File: src/crc_ram.sv
// Simple dual-port RAM, one write and one registered read port
module crc_ram #(
  parameter int WIDTH = 8,
  parameter int DEPTH = 16,
  localparam int AW = (DEPTH > 1) ? $clog2(DEPTH) : 1
) (
  input  logic             clk,
  input  logic             wr_en,
  input  logic [AW-1:0]    wr_addr,
  input  logic [WIDTH-1:0] wr_data,
  input  logic             rd_en,
  input  logic [AW-1:0]    rd_addr,
  output logic [WIDTH-1:0] rd_data
);

  logic [WIDTH-1:0] mem [DEPTH];

  always_ff @(posedge clk) begin
    if (wr_en) begin
      mem[wr_addr] <= wr_data;
    end
    if (rd_en) begin
      rd_data <= mem[rd_addr];
    end
  end

endmodule

File: config.mk
export PLATFORM = sky130hd
export DESIGN_NAME = crc_ram
export DESIGN_NICKNAME = d
export VERILOG_FILES = /design/src/crc_ram.sv
export SDC_FILE = /design/constraint.sdc
export NUM_CORES = 1
export LEC_CHECK = 0
export BUFFER_PORTS_ARGS = -buffer_cell sky130_fd_sc_hd__buf_2
export CAP_MARGIN = 20
export CORE_MARGIN = 5
export CORE_UTILIZATION = 60
export DETAILED_ROUTE_END_ITERATION = 10
export GPL_ROUTABILITY_DRIVEN = 0
export GPL_TIMING_DRIVEN = 0
export PLACE_DENSITY = 0.78
export SYNTH_ARGS = -nofsm -noshare
export SYNTH_HDL_FRONTEND = slang
export SYNTH_SLANG_ARGS = --single-unit
File: constraint.sdc
create_clock -name clk -period 2 [get_ports clk]
set_input_delay 0.1 -clock clk [delete_from_list [all_inputs] [get_ports clk]]
set_output_delay 0.1 -clock clk [all_outputs]
set_load 0.02 [all_outputs]
## After elaboration in Yosys (flattened, before gate mapping)

Memory sizes are Yosys's and may differ from the RTL's. A register that Yosys moved wholly into a read port is not among the register bits.
Cells that the tools add are included.

- Register bits after elaboration: 0
- Bits in writable memories: 128
- Input port bits: 19
- Output and inout port bits: 8
- Word-level logic and storage cells: 3
- Memories: 1

Memories:

| memory | words | width | rd ports | clocked after Yosys merged registers in | wr ports | RTL line | source |
|---|---|---|---|---|---|---|---|
| mem | 16 | 8 | 1 | 1 | 1 | 16 | `logic [WIDTH-1:0] mem [DEPTH];` |

- Mux-type cells: 2

Operators by type and width:

| cell | count |
|---|---|
| $mux W1 | 2 |

## Logic depth before layout (Yosys ltp)

Gate-level depths: netlist (run 1).

- Depth after elaboration: 2
- Mapped depth: 5
- Gate-level depth less buffers: 3

## Worst setup path before layout (run 1)

No wires, ideal clock.

- Path kind: input-to-reg
- From: input port wr_addr[2]
- To: memory mem[0][0] (enable)
- Setup time: 0.383 ns
- Arrival: 1.210 ns
- Data required time: 1.617 ns
- Setup slack: 0.407 ns
- Stages: 2
- Buffers on the path: 0
- Cell sequence: or3b_2 > nor3_1

RTL lines:

| element | RTL line | source |
|---|---|---|
| start, declared | 9 | `input logic [AW-1:0] wr_addr,` |
| end, declared | 16 |  |

No word-level cell before the write port.

==> results of run 1 <==
worst min-delay path by stage:
stage                     slack [ns]  cells past startpoint          to
final                           0.03                      1   mem[1][2]
after global routing           0.003                      1  mem[10][2]
after CTS                      0.001                      1   mem[8][2]
after detailed placement        0.45                      1  rd_data[2]
after global placement          0.43                      1  rd_data[3]
after floorplan                 0.20                      0   mem[0][0]
logic make-up (layout without fill, tap and decap cells):
kind of cell | count (synthesis) | count (layout) | share of synthesized area [%]
multiplexers | 32 | 32 | 14.8
AO/OA/AOI/OAI | 16 | 16 | 2.30
AND/OR/NAND/NOR | 35 | 35 | 3.14
flip-flops | 136 | 136 | 78.1
buffers and inverters | 10 | 79 | 1.65
worst max-delay path, cell delays in order, from the launching register on:
cell	delay [ns]
edfxtp_1	0.36
mux4_1	0.55
a22oi_1	0.28
nand2_1	0.13
metrics by stage:
stage | cell area [um2] | setup TNS [ns] | utilization [%] | hold WS [ns]
6_report | 6190 | 0 | 72.0 | 0.0308
4_1_cts | 6190 | 0 | 72.0 | 0.00105
3_3_place_gp | 5490 | -1.07 | 63.9 | 0.434
5_1_grt | 6190 | 0 | 72.0 | 0.00340
2_1_floorplan | 5230 | 0 | - | 0.199
3_5_place_dp | 5510 | 0 | 64.1 | 0.450
report_power, final:
group / leakage, nW / switching (W) / internal (W) / total, W
combinational: 0.573 / 0.000199 / 0.000135 / 0.000335
sequential: 1.24 / 0.0000158 / 0.00321 / 0.00323
clock: 0.290 / 0.00111 / 0.00200 / 0.00311
final cells by class:
type,instances,area [um2]
flip-flops and latches,136,4080
fillers,487,2400
multi-input cells,83,1060
clock buffers,17,414
repair buffers,37,228
clock inverters,15,184
well taps,108,135
plain buffers,10,86.3
cell usage after synthesis (2+ instances only):
cell,number,share of area [%]
edfxtp_1,136,78
mux4_2,18,7.8
a22oi_1,16,2.3
mux4_1,14,7.0
nor2_1,13,0.93
nand2_1,9,0.65
nor3_1,4,0.38
buf_2,3,0.29
buf_6,3,0.65
clkdlybuf4s25_2,3,0.57
nand2b_1,2,0.24
nand3b_1,2,0.29
repair_timing:
action,4_1_cts,5_1_grt
hold buffers,8,0
hold endpoints to repair,118,0
endpoints found under the setup margin,0,0
setup buffers,0,0
sequential cells by signal, summed over array words and instances, names as in the netlist:
signal	flops
mem	128
rd_data	8
routing by layer:
metal  up-vias  global-route usage (%)
met4         0                    11.1
met1      1311                    29.0
met2       168                    33.4
met5         -                       0
li1       1099                       -
met3        25                    6.71
==> reports/qor.yml, run 1 <==
ys_ff_latch: 136
via_per_inst: 6.41
cts_buffer_depth: 2
hold_viol_final: 0
core_area_um2: 8590
cts-resized-gates: 0
die_y_um: 103
area_growth_pct: 18.4
setup_viol: 0
gr-total-overflow: 0
max-vdd-ir-drop_uv: 642
grt_pass1_wl_mm: 15.7
drv_cap: 0
dp_worst_setup_slack_ns: 0.183
track_usage_pct: 21.9
drive_above_1_share_pct: 29.2
critPathArrivalTime_ns: 1.83
synth.avg_cell_area_um2: 22.8
power.density_nw_per_um2: 1080
numClockSinks: 136
io_buffers: 25
path_clk_slew_ns: 0.06
syn-num-nets: 248
mostFrequentLayoutCell: "edfxtp_1"
status: "finished, final reports clean"
skew_ns: 0.00966
slew_headroom_pct: 43.6
regToRegSetupSlack_ns: 0.42
final_cell_mix: "136 x edfxtp_1, 31 x buf_2, 18 x mux4_2"
setup_ws_ns: 0.416
period_minus_slack_ns: 1.58
ys.flop_type: "edfxtp_1"
synth_cells: 229
synth.distinct_cells: 18
wire_per_inst_um: 26.2
clock_latency_ns: 0.51
crit_type: "flop to flop"
htreeDepth: 4
floorplan.initialDensity_pct: 60.8
antenna_cells: 0
crit_start: "mem[4][0]"
cts_tree: "done"
syn_area_um2: 5230
yosysSeqAreaShare_pct: 78.1
rows: 34
io_pins: 27
dieArea_um2: 10700
top_signal_layer_used: "met4"
async_reset_ff_share_pct: 0
cp_data_required_time_ns: 2.24
cts_root_buffer: "clkbuf_8"
drc: 0
grt_pass1_vias: 2616
max_freq_mhz: 631
reg2reg_depth: 3
layout.cells.non_filler: 406
met2_length_mm: 5.28
finalPower_w: 0.00667
die_w_um: 103
drtPass1Iterations: 5
r2r_end: "rd_data[0]"
nNetsFinal: 304
antenna_found_initial: 0
wl_met1_mm: 4.11
routed-via-count: 2603
drv_slew: 0
ys_warn_count: 0
cts_buffers: 17
hold_path_class: "input pin to flop"
finalCritPeriodShare_pct: 79.2
antenna_left: 0
synth-edff-count: 136
rsz0062_at_grt: "false"
drt_iter0_markers: 196
endpoint_kind: "flop"
hpwl_mm: 6.18
crit_fanout: 1
crit-reg2reg-launch: "mem[4][0]"
wl_met3_um: 930
min_from: "wr_data[2]"
startpoint_type: "flop"
wl_mm: 10.6
p_leak_nw: 2.10
grt_max_degree: 17
placed_cells: 366
setup.worst_path.end: "rd_data[0]"
worst_pin_slew_ns: 0.842
No activity file was read; power rests on OpenSTA's default activity.
==> run 2, diff against run 1 <==
--- a/config.mk
+++ b/config.mk
@@ -8,11 +8,11 @@
 export BUFFER_PORTS_ARGS = -buffer_cell sky130_fd_sc_hd__buf_2
 export CAP_MARGIN = 20
 export CORE_MARGIN = 5
-export CORE_UTILIZATION = 60
+export CORE_UTILIZATION = 54
 export DETAILED_ROUTE_END_ITERATION = 10
 export GPL_ROUTABILITY_DRIVEN = 0
 export GPL_TIMING_DRIVEN = 0
-export PLACE_DENSITY = 0.78
+export PLACE_DENSITY = 0.74
 export SYNTH_ARGS = -nofsm -noshare
 export SYNTH_HDL_FRONTEND = slang
 export SYNTH_SLANG_ARGS = --single-unit
==> constraint.sdc (replaced) <==
create_clock -name clk -period 1.3 [get_ports clk]
set_input_delay 0.065 -clock clk [delete_from_list [all_inputs] [get_ports clk]]
set_output_delay 0.065 -clock clk [all_outputs]
set_load 0.02 [all_outputs]
==> run 2 against run 1 <==
Non-clock buffer count is the same. Cell count grew 6.2%. Maximum frequency grew 11%. Routed wire length shrank 6.7%. The flow now finishes with violations (negative setup slack). Flip-flop and latch count is the same. Largest power group is now the clock network. Clock-buffer cell count grew 1. Die area grew 10%. Sequential share of layout area shrank 1.3 points. Critical endpoint unchanged.
==> reports/qor.yml, run 2 (synthesized netlist as in run 1, its figures left out) <==
hpwl_mm: 6.30  # +2.0%
mostFrequentLayoutCell: "edfxtp_1"
grt_max_degree: 17  # unchanged
floorplan.initialDensity_pct: 54.5  # -6.3 points
holdPathStages: 2  # +1
post_cts_buffers: 0  # unchanged
max_freq_mhz: 701  # +11%
placed_area_um2: 5530  # +0.39%
finalPower_w: 0.0107  # +60%
skew_ns: 0.00724  # -0.00242 ns
startpoint_type: "flop"
die_y_um: 108  # +4.9%
grt_pass1_wl_mm: 15.5  # -0.84%
setup_ws_ns: -0.127  # -0.543 ns
slew_headroom_pct: 40.1  # -3.6 points
grt_pass1_vias: 2654  # +1.5%
drv_cap: 0  # unchanged
final_cell_mix: "136 x edfxtp_1, 31 x mux4_2, 28 x buf_2"
crit_path_max_incr_delay_ns: 0.53  # -0.02 ns
drtPass1Iterations: 5  # unchanged
rsz0062_at_grt: "true"
worst_pin_slew_ns: 0.896  # +0.0536 ns
crit_type: "flop to flop"
power.density_nw_per_um2: 1700  # +57%
drt_iter0_markers: 201  # +2.6%
dieArea_um2: 11700  # +10%
clock_latency_ns: 0.51  # about the same
multi_input_area_um2: 1080  # +2.0%
antenna_cells: 0  # unchanged
crit-reg2reg-launch: "mem[15][0]"
tns_ns: -0.733  # -0.733 ns
wire_per_inst_um: 23.1  # -12%
placed_cells: 390  # +6.6%
io_pins: 27  # unchanged
cts_tree: "done"
cts_buffer_depth: 2  # unchanged
core_area_um2: 9590  # +12%
largest_register_ffs: 128  # unchanged
min_from: "wr_addr[0]"
antenna_left: 0  # unchanged
largest-register: "mem"
critPathArrivalTime_ns: 1.68  # -0.15 ns
final_util_pct: 65.8  # -6.2 points
hold_viol_final: 0  # unchanged
gr-total-overflow: 0  # unchanged
crit_chain: "mux4_2 > a22oi_2 > nand2_1"
path_clk_slew_ns: 0.06  # about the same
period_minus_slack_ns: 1.43  # -0.157 ns
endpoint_kind: "flop"
nNetsFinal: 304  # unchanged
antenna_found_initial: 0  # unchanged
rows: 36  # +5.9%
cpMaxStageDelayCell: "mux4_2"
reg_top3: "mem x128, rd_data x8"
regToRegSetupSlack_ns: -0.13  # -0.54 ns
routed-via-count: 2467  # -5.2%
htreeDepth: 4  # unchanged
hold_path_class: "input pin to flop"
crit_fanout: 1  # unchanged
crit_start: "mem[15][0]"
cp_data_required_time_ns: 1.55  # -0.69 ns
critical_path_buf_inv_count: 0  # unchanged
io_buffers: 25  # unchanged
finalCritPeriodShare_pct: 110  # +31 points
cts_root_buffer: "clkbuf_8"
numClockSinks: 136  # unchanged
max-vdd-ir-drop_uv: 1070  # +67%
die_w_um: 108  # +4.9%
p_leak_nw: 2.07  # -1.4%
r2r_end: "rd_data[0]"
drc: 0  # unchanged
drive_above_1_share_pct: 38.3  # +9.1 points
final-seq-area_um2: 4080  # unchanged
layout.cells.non_filler: 431  # +6.2%
fillCellCount: 605  # +24%
cts_buffers: 17  # unchanged
area_growth_pct: 20.7
status: "finished, violations left"
wl_mm: 9.94  # -6.7%
track_usage_pct: 19.1  # -2.8 points
critPathTopFamily: "multiplexers"
via_per_inst: 5.72  # -11%
reg2reg_depth: 3  # unchanged
setup_viol: 8  # +8
min_to: "mem[8][7]"
final_area_um2: 6310  # +2.0%
violations: "negative setup slack"
drv_slew: 0  # unchanged
==> run 2: cell types whose count changed in the layout (fill, tap and decap cells not counted), moves of 3 or more <==
cell | before | now
a22oi_1 | 16 | 4
mux4_2 | 18 | 31
buf_2 | 31 | 28
a22oi_2 | 0 | 12
mux4_1 | 14 | 1
==> run 2: routing by layer <==
metal | share of wire (%) | GRT usage (%) | vias to the layer above
li1 | - | - | 1080
met1 | 40 | 25.9 | 1267
met2 | 50 | 30.1 | 105
met3 | 8.5 | 5.73 | 15
met4 | 1.5 | 6.76 | 0
met5 | 0 | 0 | -
==> run 2: where the power goes <==
group,internal [W],switching [W],total (W)
clock,0.00348,0.00172,0.00520
sequential,0.00494,0.0000222,0.00496
combinational,0.000230,0.000317,0.000547
==> run 2: final cells by class <==
cell class / instances / area share (%)
Clock buffer: 18 / 6.62
Tap cell: 133 / 2.64
Multi-Input combinational cell: 83 / 17.1
Sequential cell: 136 / 64.7
Timing Repair Buffer: 37 / 3.77
Clock inverter: 14 / 3.63
Buffer: 10 / 1.55
==> run 2: how the worst max path moves through the flow <==
stage                      end  slack (ns)  cells after the start
global route        rd_data[2]       -0.15                      3
floorplan            mem[3][0]       -0.03                      2
detailed placement   mem[1][4]       -0.48                      3
CTS                 rd_data[0]       -0.12                      3
global placement     mem[8][0]       -0.61                      3
finish              rd_data[0]       -0.13                      3
==> run 2: through the flow <==
stage	setup WS [ns]	hold slack [ns]
5_1_grt	-0.154	0.0892
3_3_place_gp	-0.606	0.406
4_1_cts	-0.125	0.0569
3_5_place_dp	-0.483	0.420
6_report	-0.127	0.0843
2_1_floorplan	-0.0311	0.164
==> run 2: what timing repair did <==
| action | 4_1_cts | 5_1_grt |
|---|---|---|
| hold endpoints to repair | 136 | 0 |
| hold buffers | 9 | 0 |
| cloned | 0 | 0 |
| resized for setup | 12 | 8 |
| pin swaps | 3 | 5 |
| setup endpoints to repair | 8 | 18 |
